`src/rtl/core/swst_pkg.sv`:
```
// ----------------------------------------------------------------------------
// swst_pkg - shared types and constants of the send window slot table
// Slot count, sequence width, action codes, controller states and the
// command/status structs between controller and datapath.
// ----------------------------------------------------------------------------
package swst_pkg;

  // Built table size and sequence number width
  localparam int SLOT_COUNT = 8;
  localparam int SEQ_BITS   = 16;

  // Derived widths: slot index, and a count that can hold SLOT_COUNT
  localparam int IDX_W = (SLOT_COUNT > 1) ? $clog2(SLOT_COUNT) : 1;
  localparam int CNT_W = $clog2(SLOT_COUNT + 1);

  // Fixed field widths of the stream words
  localparam int ACT_W     = 2;
  localparam int SEQ_IN_W  = 16;
  localparam int WIN_W     = 4;
  localparam int SLOT_O_W  = 3;
  localparam int HIGH_O_W  = 16;
  localparam logic [WIN_W-1:0] WIN_RESET = 4'd8;

  typedef enum logic [ACT_W-1:0] {
    ACT_INIT   = 2'd0,
    ACT_SLIDE  = 2'd1,
    ACT_LOOKUP = 2'd2,
    ACT_REMOVE = 2'd3
  } action_e;

  typedef enum logic [1:0] {
    S_IDLE,
    S_FILL,
    S_DONE
  } state_e;

  // Controller to datapath
  typedef struct packed {
    logic load;    // latch the incoming word
    logic fill;    // one add step of an init
    logic commit;  // finish the word and load the result register
  } dp_cmd_t;

  // Datapath to controller
  typedef struct packed {
    logic in_fill;    // incoming word is an init with a non-empty window
    logic fill_last;  // current add step is the last of the init
  } dp_status_t;

endpackage

```
`src/rtl/core/swst_dp.sv`:
```
// ----------------------------------------------------------------------------
// swst_dp - slot table datapath
// Slot flags and sequence numbers, highest admitted number, window
// register, parallel free/match search and the result register.
// ----------------------------------------------------------------------------
module swst_dp (
  input  logic                           clk_i,
  input  logic                           rst_ni,
  input  logic                           cfg_we_i,
  input  logic [swst_pkg::WIN_W-1:0]     cfg_wdata_i,
  input  logic [swst_pkg::ACT_W-1:0]     in_action_i,
  input  logic [swst_pkg::SEQ_IN_W-1:0]  in_seq_i,
  input  swst_pkg::dp_cmd_t              cmd_i,
  output swst_pkg::dp_status_t           status_o,
  output logic                           out_ok_o,
  output logic [swst_pkg::SLOT_O_W-1:0]  out_slot_o,
  output logic [swst_pkg::HIGH_O_W-1:0]  out_highest_o
);
  import swst_pkg::*;

  logic [WIN_W-1:0]      win_cfg_q;
  logic [SLOT_COUNT-1:0] used_q;
  logic [SEQ_BITS-1:0]   slot_seq_q [SLOT_COUNT];
  logic [SEQ_BITS-1:0]   max_seq_q, max_seq_d;
  action_e               action_q;
  logic [SEQ_BITS-1:0]   seq_q;
  logic [IDX_W-1:0]      k_q;
  logic                  fill_ok_q, fill_ok_d;
  logic [IDX_W-1:0]      first_slot_q, first_slot_d;
  logic                  out_ok_q;
  logic [SLOT_O_W-1:0]   out_slot_q;
  logic [HIGH_O_W-1:0]   out_highest_q;

  logic [CNT_W-1:0]      win_cnt;
  logic [SLOT_COUNT-1:0] active, free_vec, match_vec;
  logic [IDX_W-1:0]      free_idx, match_idx;
  logic                  free_any, match_any;
  logic [SEQ_BITS-1:0]   add_seq;
  logic                  add_en, clr_en;
  logic                  res_ok;
  logic [IDX_W-1:0]      res_slot;
  logic [SEQ_BITS-1:0]   res_max;

  // Window clamped to the built slot count
  assign win_cnt = (32'(win_cfg_q) < SLOT_COUNT) ? CNT_W'(win_cfg_q) : CNT_W'(SLOT_COUNT);

  // Parallel search over all slots, lowest index wins
  always_comb begin
    free_idx  = '0;
    match_idx = '0;
    for (int i = 0; i < SLOT_COUNT; i++) begin
      active[i]    = (i < int'(win_cnt));
      free_vec[i]  = active[i] & ~used_q[i];
      match_vec[i] = active[i] & used_q[i] & (slot_seq_q[i] == seq_q);
    end
    for (int i = SLOT_COUNT - 1; i >= 0; i--) begin
      if (free_vec[i]) free_idx = IDX_W'(i);
      if (match_vec[i]) match_idx = IDX_W'(i);
    end
    free_any  = |free_vec;
    match_any = |match_vec;
  end

  // Number to add: next init number while filling, else highest + 1
  assign add_seq = cmd_i.fill ? (seq_q + SEQ_BITS'(k_q)) : (max_seq_q + SEQ_BITS'(1));
  assign add_en  = (cmd_i.fill | (cmd_i.commit & (action_q == ACT_SLIDE))) & free_any;
  assign clr_en  = cmd_i.commit & (action_q == ACT_REMOVE) & match_any;

  // Result of the word at commit
  always_comb begin
    res_ok   = 1'b0;
    res_slot = '0;
    res_max  = max_seq_q;
    case (action_q)
      ACT_INIT: begin
        res_ok   = fill_ok_q;
        res_slot = first_slot_q;
        res_max  = seq_q + SEQ_BITS'(win_cnt) - SEQ_BITS'(1);
      end
      ACT_SLIDE: begin
        res_ok   = free_any;
        res_slot = free_idx;
        if (free_any) res_max = max_seq_q + SEQ_BITS'(1);
      end
      ACT_LOOKUP, ACT_REMOVE: begin
        res_ok   = match_any;
        res_slot = match_idx;
      end
      default: begin
        res_ok = 1'b0;
      end
    endcase
  end

  assign max_seq_d = cmd_i.commit ? res_max : max_seq_q;

  // Init bookkeeping per add step
  always_comb begin
    fill_ok_d    = fill_ok_q;
    first_slot_d = first_slot_q;
    if (cmd_i.fill) begin
      if (!free_any) fill_ok_d = 1'b0;
      if ((k_q == '0) && free_any) first_slot_d = free_idx;
    end
    if (cmd_i.load) begin
      fill_ok_d    = 1'b1;
      first_slot_d = '0;
    end
  end

  // Control registers
  always_ff @(posedge clk_i or negedge rst_ni) begin
    if (!rst_ni) begin
      win_cfg_q    <= WIN_RESET;
      used_q       <= '0;
      max_seq_q    <= '0;
      action_q     <= ACT_INIT;
      k_q          <= '0;
      fill_ok_q    <= 1'b1;
      first_slot_q <= '0;
    end else begin
      if (cfg_we_i) win_cfg_q <= cfg_wdata_i;
      if (add_en) used_q[free_idx] <= 1'b1;
      if (clr_en) used_q[match_idx] <= 1'b0;
      max_seq_q    <= max_seq_d;
      fill_ok_q    <= fill_ok_d;
      first_slot_q <= first_slot_d;
      if (cmd_i.load) begin
        action_q <= action_e'(in_action_i);
        k_q      <= '0;
      end else if (cmd_i.fill) begin
        k_q <= k_q + IDX_W'(1);
      end
    end
  end

  // Payload registers
  always_ff @(posedge clk_i) begin
    if (add_en) slot_seq_q[free_idx] <= add_seq;
    if (cmd_i.load) seq_q <= SEQ_BITS'(in_seq_i);
    if (cmd_i.commit) begin
      out_ok_q      <= res_ok;
      out_slot_q    <= res_ok ? SLOT_O_W'(res_slot) : '0;
      out_highest_q <= HIGH_O_W'(max_seq_d);
    end
  end

  // Status to controller
  assign status_o.in_fill   = (action_e'(in_action_i) == ACT_INIT) && (win_cnt != '0);
  assign status_o.fill_last = ((CNT_W'(k_q) + CNT_W'(1)) == win_cnt);

  assign out_ok_o      = out_ok_q;
  assign out_slot_o    = out_slot_q;
  assign out_highest_o = out_highest_q;

endmodule

```
`src/rtl/core/swst_ctrl.sv`:
```
// ----------------------------------------------------------------------------
// swst_ctrl - slot table controller
// Sequences accept, init fill steps and commit, and owns the result
// valid flag of the output register.
// ----------------------------------------------------------------------------
module swst_ctrl (
  input  logic                 clk_i,
  input  logic                 rst_ni,
  input  logic                 in_valid_i,
  output logic                 in_ready_o,
  output logic                 out_valid_o,
  input  logic                 out_ready_i,
  input  swst_pkg::dp_status_t status_i,
  output swst_pkg::dp_cmd_t    cmd_o
);
  import swst_pkg::*;

  state_e state_q, state_d;
  logic   out_valid_q, out_valid_d;
  logic   can_load;

  // State and result valid registers
  always_ff @(posedge clk_i or negedge rst_ni) begin
    if (!rst_ni) begin
      state_q     <= S_IDLE;
      out_valid_q <= 1'b0;
    end else begin
      state_q     <= state_d;
      out_valid_q <= out_valid_d;
    end
  end

  assign can_load = ~out_valid_q | out_ready_i;

  // Next state and commands
  always_comb begin
    state_d    = state_q;
    in_ready_o = 1'b0;
    cmd_o      = '0;
    case (state_q)
      S_IDLE: begin
        in_ready_o = 1'b1;
        if (in_valid_i) begin
          cmd_o.load = 1'b1;
          state_d    = status_i.in_fill ? S_FILL : S_DONE;
        end
      end
      S_FILL: begin
        cmd_o.fill = 1'b1;
        if (status_i.fill_last) state_d = S_DONE;
      end
      S_DONE: begin
        if (can_load) begin
          cmd_o.commit = 1'b1;
          in_ready_o   = 1'b1;
          if (in_valid_i) begin
            cmd_o.load = 1'b1;
            state_d    = status_i.in_fill ? S_FILL : S_DONE;
          end else begin
            state_d = S_IDLE;
          end
        end
      end
      default: begin
        state_d = S_IDLE;
      end
    endcase
  end

  // Result valid: set on commit, cleared when the word is taken
  assign out_valid_d = cmd_o.commit | (out_valid_q & ~out_ready_i);
  assign out_valid_o = out_valid_q;

`ifndef ASSERT_OFF
  a_commit_sets_valid: assert property (@(posedge clk_i) disable iff (!rst_ni)
    cmd_o.commit |=> out_valid_q)
    else $error("commit did not fill the result register");
  a_no_accept_in_fill: assert property (@(posedge clk_i) disable iff (!rst_ni)
    (state_q == S_FILL) |-> !in_ready_o)
    else $error("word accepted during init fill");
  a_fill_ends_done: assert property (@(posedge clk_i) disable iff (!rst_ni)
    (cmd_o.fill && status_i.fill_last) |=> (state_q == S_DONE))
    else $error("init fill did not move to commit");
  a_no_overwrite: assert property (@(posedge clk_i) disable iff (!rst_ni)
    (out_valid_q && !out_ready_i) |-> !cmd_o.commit)
    else $error("result overwritten before it was taken");
`endif

endmodule

```
`src/rtl/core/send_window_slot_table.sv`:
```
// Slide, lookup and remove are latched when taken and committed to the result register once
// the previous result is taken; an init with W = min(window_size, SLOT_COUNT) active slots
// fills them first. Throughput: one slide, lookup or remove per cycle while results are
// drained; an init holds the input during its fill, one slot add per cycle through the
// shared free search. Reset: asynchronous, all slots free, highest number zero, window_size 8.
// ----------------------------------------------------------------------------
// send_window_slot_table - sliding window sender slot table
// Stream top level: controller and datapath, config write port.
// ----------------------------------------------------------------------------
module send_window_slot_table (
  input  logic        clk_i,
  input  logic        rst_ni,
  input  logic        cfg_we_i,
  input  logic [3:0]  cfg_wdata_i,    // window_size
  input  logic        s_axis_tvalid,
  output logic        s_axis_tready,
  input  logic [15:0] s_axis_tdata,   // [15:0] seq_num
  input  logic [1:0]  s_axis_tuser,   // [1:0] action
  output logic        m_axis_tvalid,
  input  logic        m_axis_tready,
  output logic [23:0] m_axis_tdata,   // [2:0] slot_index, [18:3] highest_seq, rest zero
  output logic        m_axis_tuser    // [0] ok
);
  import swst_pkg::*;

  dp_cmd_t              cmd;
  dp_status_t           status;
  logic [SLOT_O_W-1:0]  out_slot;
  logic [HIGH_O_W-1:0]  out_highest;

  swst_ctrl u_ctrl (
    .clk_i       (clk_i),
    .rst_ni      (rst_ni),
    .in_valid_i  (s_axis_tvalid),
    .in_ready_o  (s_axis_tready),
    .out_valid_o (m_axis_tvalid),
    .out_ready_i (m_axis_tready),
    .status_i    (status),
    .cmd_o       (cmd)
  );

  swst_dp u_dp (
    .clk_i         (clk_i),
    .rst_ni        (rst_ni),
    .cfg_we_i      (cfg_we_i),
    .cfg_wdata_i   (cfg_wdata_i),
    .in_action_i   (s_axis_tuser),
    .in_seq_i      (s_axis_tdata),
    .cmd_i         (cmd),
    .status_o      (status),
    .out_ok_o      (m_axis_tuser),
    .out_slot_o    (out_slot),
    .out_highest_o (out_highest)
  );

  assign m_axis_tdata = {5'd0, out_highest, out_slot};

endmodule

```
`config.mk`:
```
export PLATFORM = sky130hd
export DESIGN_NAME = send_window_slot_table
export DESIGN_NICKNAME = d
export VERILOG_FILES = /design/src/rtl/core/swst_pkg.sv /design/src/rtl/core/swst_dp.sv /design/src/rtl/core/swst_ctrl.sv /design/src/rtl/core/send_window_slot_table.sv
export SDC_FILE = /design/constraint.sdc
export NUM_CORES = 1
export LEC_CHECK = 0
export BUFFER_PORTS_ARGS = -buffer_cell sky130_fd_sc_hd__buf_4
export CORE_ASPECT_RATIO = 1.4
export CORE_UTILIZATION = 65
export CTS_CLUSTER_DIAMETER = 30
export CTS_CLUSTER_SIZE = 14
export DETAILED_ROUTE_END_ITERATION = 16
export PLACE_DENSITY_LB_ADDON = 0.25
export SYNTH_ARGS = -nofsm -noshare
export SYNTH_HDL_FRONTEND = slang
export SYNTH_HIERARCHICAL = 1
export SYNTH_SLANG_ARGS = --single-unit
```
`constraint.sdc`:
```
create_clock -name clk_i -period 10.6 [get_ports clk_i]
set_clock_uncertainty 0.2 [all_clocks]
set_input_delay 1.06 -clock clk_i [delete_from_list [all_inputs] [get_ports clk_i]]
set_output_delay 1.06 -clock clk_i [all_outputs]
set_load 0.01 [all_outputs]
```
==> metrics <==
pin count of the biggest net entering global routing=between 40 and 50; Synth Instances=882; Core ar.=16100 sq um; synthesis-to-layout area growth=13.3%; type of origin of the critical path=flip-flop; # rows=55; FF-to-FF Start=u_dp/win_cfg_q[3]; total CTS buffers=26; synth top area cells=edfxtp_1, dfrtp_1, xnor2_1; worst setup path category=reg -> reg; RD Place Congestion=0.982; initial DRC count=about 640; final count of hold timing violations=0; Req. time, crit path=about 11 ns; Die Span Y=154 um; Unique masters post-synth=between 70 and 80; Final nets=1000; max-slew violation count=0; crit path from=u_dp/win_cfg_q[3]; Post-synth top cells=edfxtp_1, xnor2_1, xor2_1; Synth Cell Area=10700 sq um; cell depth of the worst flop-to-flop path=13; status=finished clean; pwr dens=254 nW/um^2; fin util=75.1%; top cell type's share of synthesized area=a little under half; HP Class=in -> async; CTS clk-pin slew, worst paths=0.06 ns; # Max-Cap Violations=0; predominant post-synthesis flop cell=edfxtp_1; cts repair resizes=0; Setup Total Neg Slack=0 ns; clk buf depth=3; RR Endpoint=u_dp/out_highest_o[15]; count leader, synth=edfxtp_1; Slew HR=roughly 2.4%; Chip Width=110 um; CTS H-Tree Depth=1; Setup violations, final=0; Peak Freq=roughly 250 MHz; EDFF count, synth=164; port bufs=48; synthesized flop and latch total=204; wire per inst=23.1 um; total setup buffers inserted after CTS=0; Via Count=7307; clock tree root driver cell=clkbuf_16; Yosys top cell by area=edfxtp_1; vias in the first global route=7431; # IOs=54; Clk Latency, worst-skew pair=0.52 ns; Ant. Diodes=0; DIE AREA=16900 sq um; Seq/Total Area, Yosys=55.6%; Initial Util=66.2%; crit path DAT=4.07 ns; fraction of layout cells with a size suffix above 1=between 10 and 15%; VDD IR-drop max=0.223 mV; CP endpoint kind=flip-flop; crit path time final=4.05 ns; hpwl dp=19200 um; Clock Sinks=a little over 200; worst slew pin tran=~1.4 ns; # DRC=0; Post-Syn Area per Cell=~12 sq um; synth warn=6; hold_buf cts=0; R2R setup slack=~6.5 ns; GRT overflow=0; first-pass GRT wire length=41100 um; post-route ant nets=0; Synth async-reset ratio=19.6%; routed wire length=26700 um; routed vias/inst=about 6.3; TritonCTS clock tree=done; Leak Pwr=about 4.5 nW; initial antenna violation count=0; worst setup path endpoint=u_dp/out_highest_o[15]; unrepaired setup endpoints after global routing=false; CP Max Fanout=11; gr usage total=33.0%; drt pass-1 iters=6; period utilisation layout=38.2%
-- worst max-delay path, cell delays in order, from the launching register on --
cell	delay, ns
dfstp_2	0.41
inv_1	0.35
nand2_1	0.14
ha_1	0.31
inv_1	0.04
ha_1	0.23
fa_1	0.41
a21oi_1	0.21
o211ai_1	0.19
o41ai_2	0.41
o211ai_1	0.24
o31ai_1	0.31
xnor2_1	0.17
o211ai_1	0.14
-- registers in the layout, summed over array words and instances (netlist names) --
signal,flops
u_dp/out_slot_o,3
u_ctrl/state_q,2
u_dp/first_slot_q,3
u_dp/slot_seq_q,128
u_dp/out_highest_o,16
u_dp/used_q,8
u_dp/k_q,3
u_dp/max_seq_q,16
u_dp/out_ok_o,1
u_dp/seq_q,16
u_dp/action_q,2
u_dp/win_cfg_q,4
u_ctrl/out_valid_o,1
u_dp/fill_ok_q,1
-- how the worst min path moves through the flow --
| stage | start | endpoint | slack [ns] | cells after the start |
|---|---|---|---|---|
| global route | rst_ni | u_dp/max_seq_q[13] | 0.35 | 1 |
| CTS | rst_ni | u_dp/max_seq_q[13] | 0.33 | 1 |
| global placement | u_dp/first_slot_q[0] | u_dp/first_slot_q[0] | 0.31 | 2 |
| floorplan | u_dp/first_slot_q[0] | u_dp/first_slot_q[0] | 0.29 | 2 |
| detailed placement | u_dp/first_slot_q[0] | u_dp/first_slot_q[0] | 0.32 | 2 |
| finish | rst_ni | u_dp/max_seq_q[12] | 0.32 | 1 |
-- cell type report --
| cell class | count | area (sq um) |
|---|---|---|
| flip-flops and latches | 204 | 5930 |
| multi-input cells | 609 | 4400 |
| fillers | 1030 | 4020 |
| clock buffers | 28 | 689 |
| repair buffers | 61 | 458 |
| well taps | 199 | 249 |
| clock inverters | 20 | 231 |
| inverters | 35 | 131 |
-- cells by family after synthesis --
| group | after synthesis | share of synthesized area [%] |
|---|---|---|
| muxes | 13 | 1.28 |
| xor gates and xnor gates | 168 | 13.8 |
| buffers and inverters | 73 | 3.48 |
| and+or+nand+nor | 239 | 11.8 |
| AOI/OAI and AO/OA | 148 | 9.65 |
| other | 1 | 0.0352 |
| adders and majority gates | 36 | 4.36 |
| DFF | 204 | 55.6 |
-- through the flow --
stage                     setup slack (ns)  power [mW]  area, sq um  hold slack, ns  cells
after detailed placement              6.50        2.15        11200           0.316   1108
after floorplan                       5.73        1.82        10700           0.286    886
after global routing                  6.41        3.20        12100           0.354   1156
after CTS                             6.64        3.07        12100           0.329   1156
final                                 6.55        3.07        12100           0.322   1156
after global placement                6.62        2.12        11200           0.311   1108
-- report_power, final --
part           switching [mW]  internal, mW
clock                   0.349         0.555
sequential              0.169          1.12
combinational           0.553         0.324
total                    1.07          2.00
-- placed cells by master (no fill, tap or decap), types with 8 or more instances in the layout --
cell type	instances
nand2b_1	12
xor2_1	74
edfxtp_1	164
a21o_1	9
xnor2_1	94
nand2_1	52
mux2i_1	8
nand4_1	21
o21ai_0	38
nor4_1	16
ha_1	34
nor2_1	46
buf_4	61
clkbuf_16	27
dfrtp_1	38
a21oi_1	28
o211ai_1	10
nand3_1	24
inv_1	35
nor3_1	18
-- routing by layer --
metal  vias to the layer above  GRT usage, %  share of wire, %
li1                       3305             -                 -
met1                      3596          40.9                37
met2                       335          57.7                52
met3                        71          3.52               6.0
met4                         0          14.4               4.4
met5                         -             0                 0
Note: power is estimated with default switching activity, not from simulation.
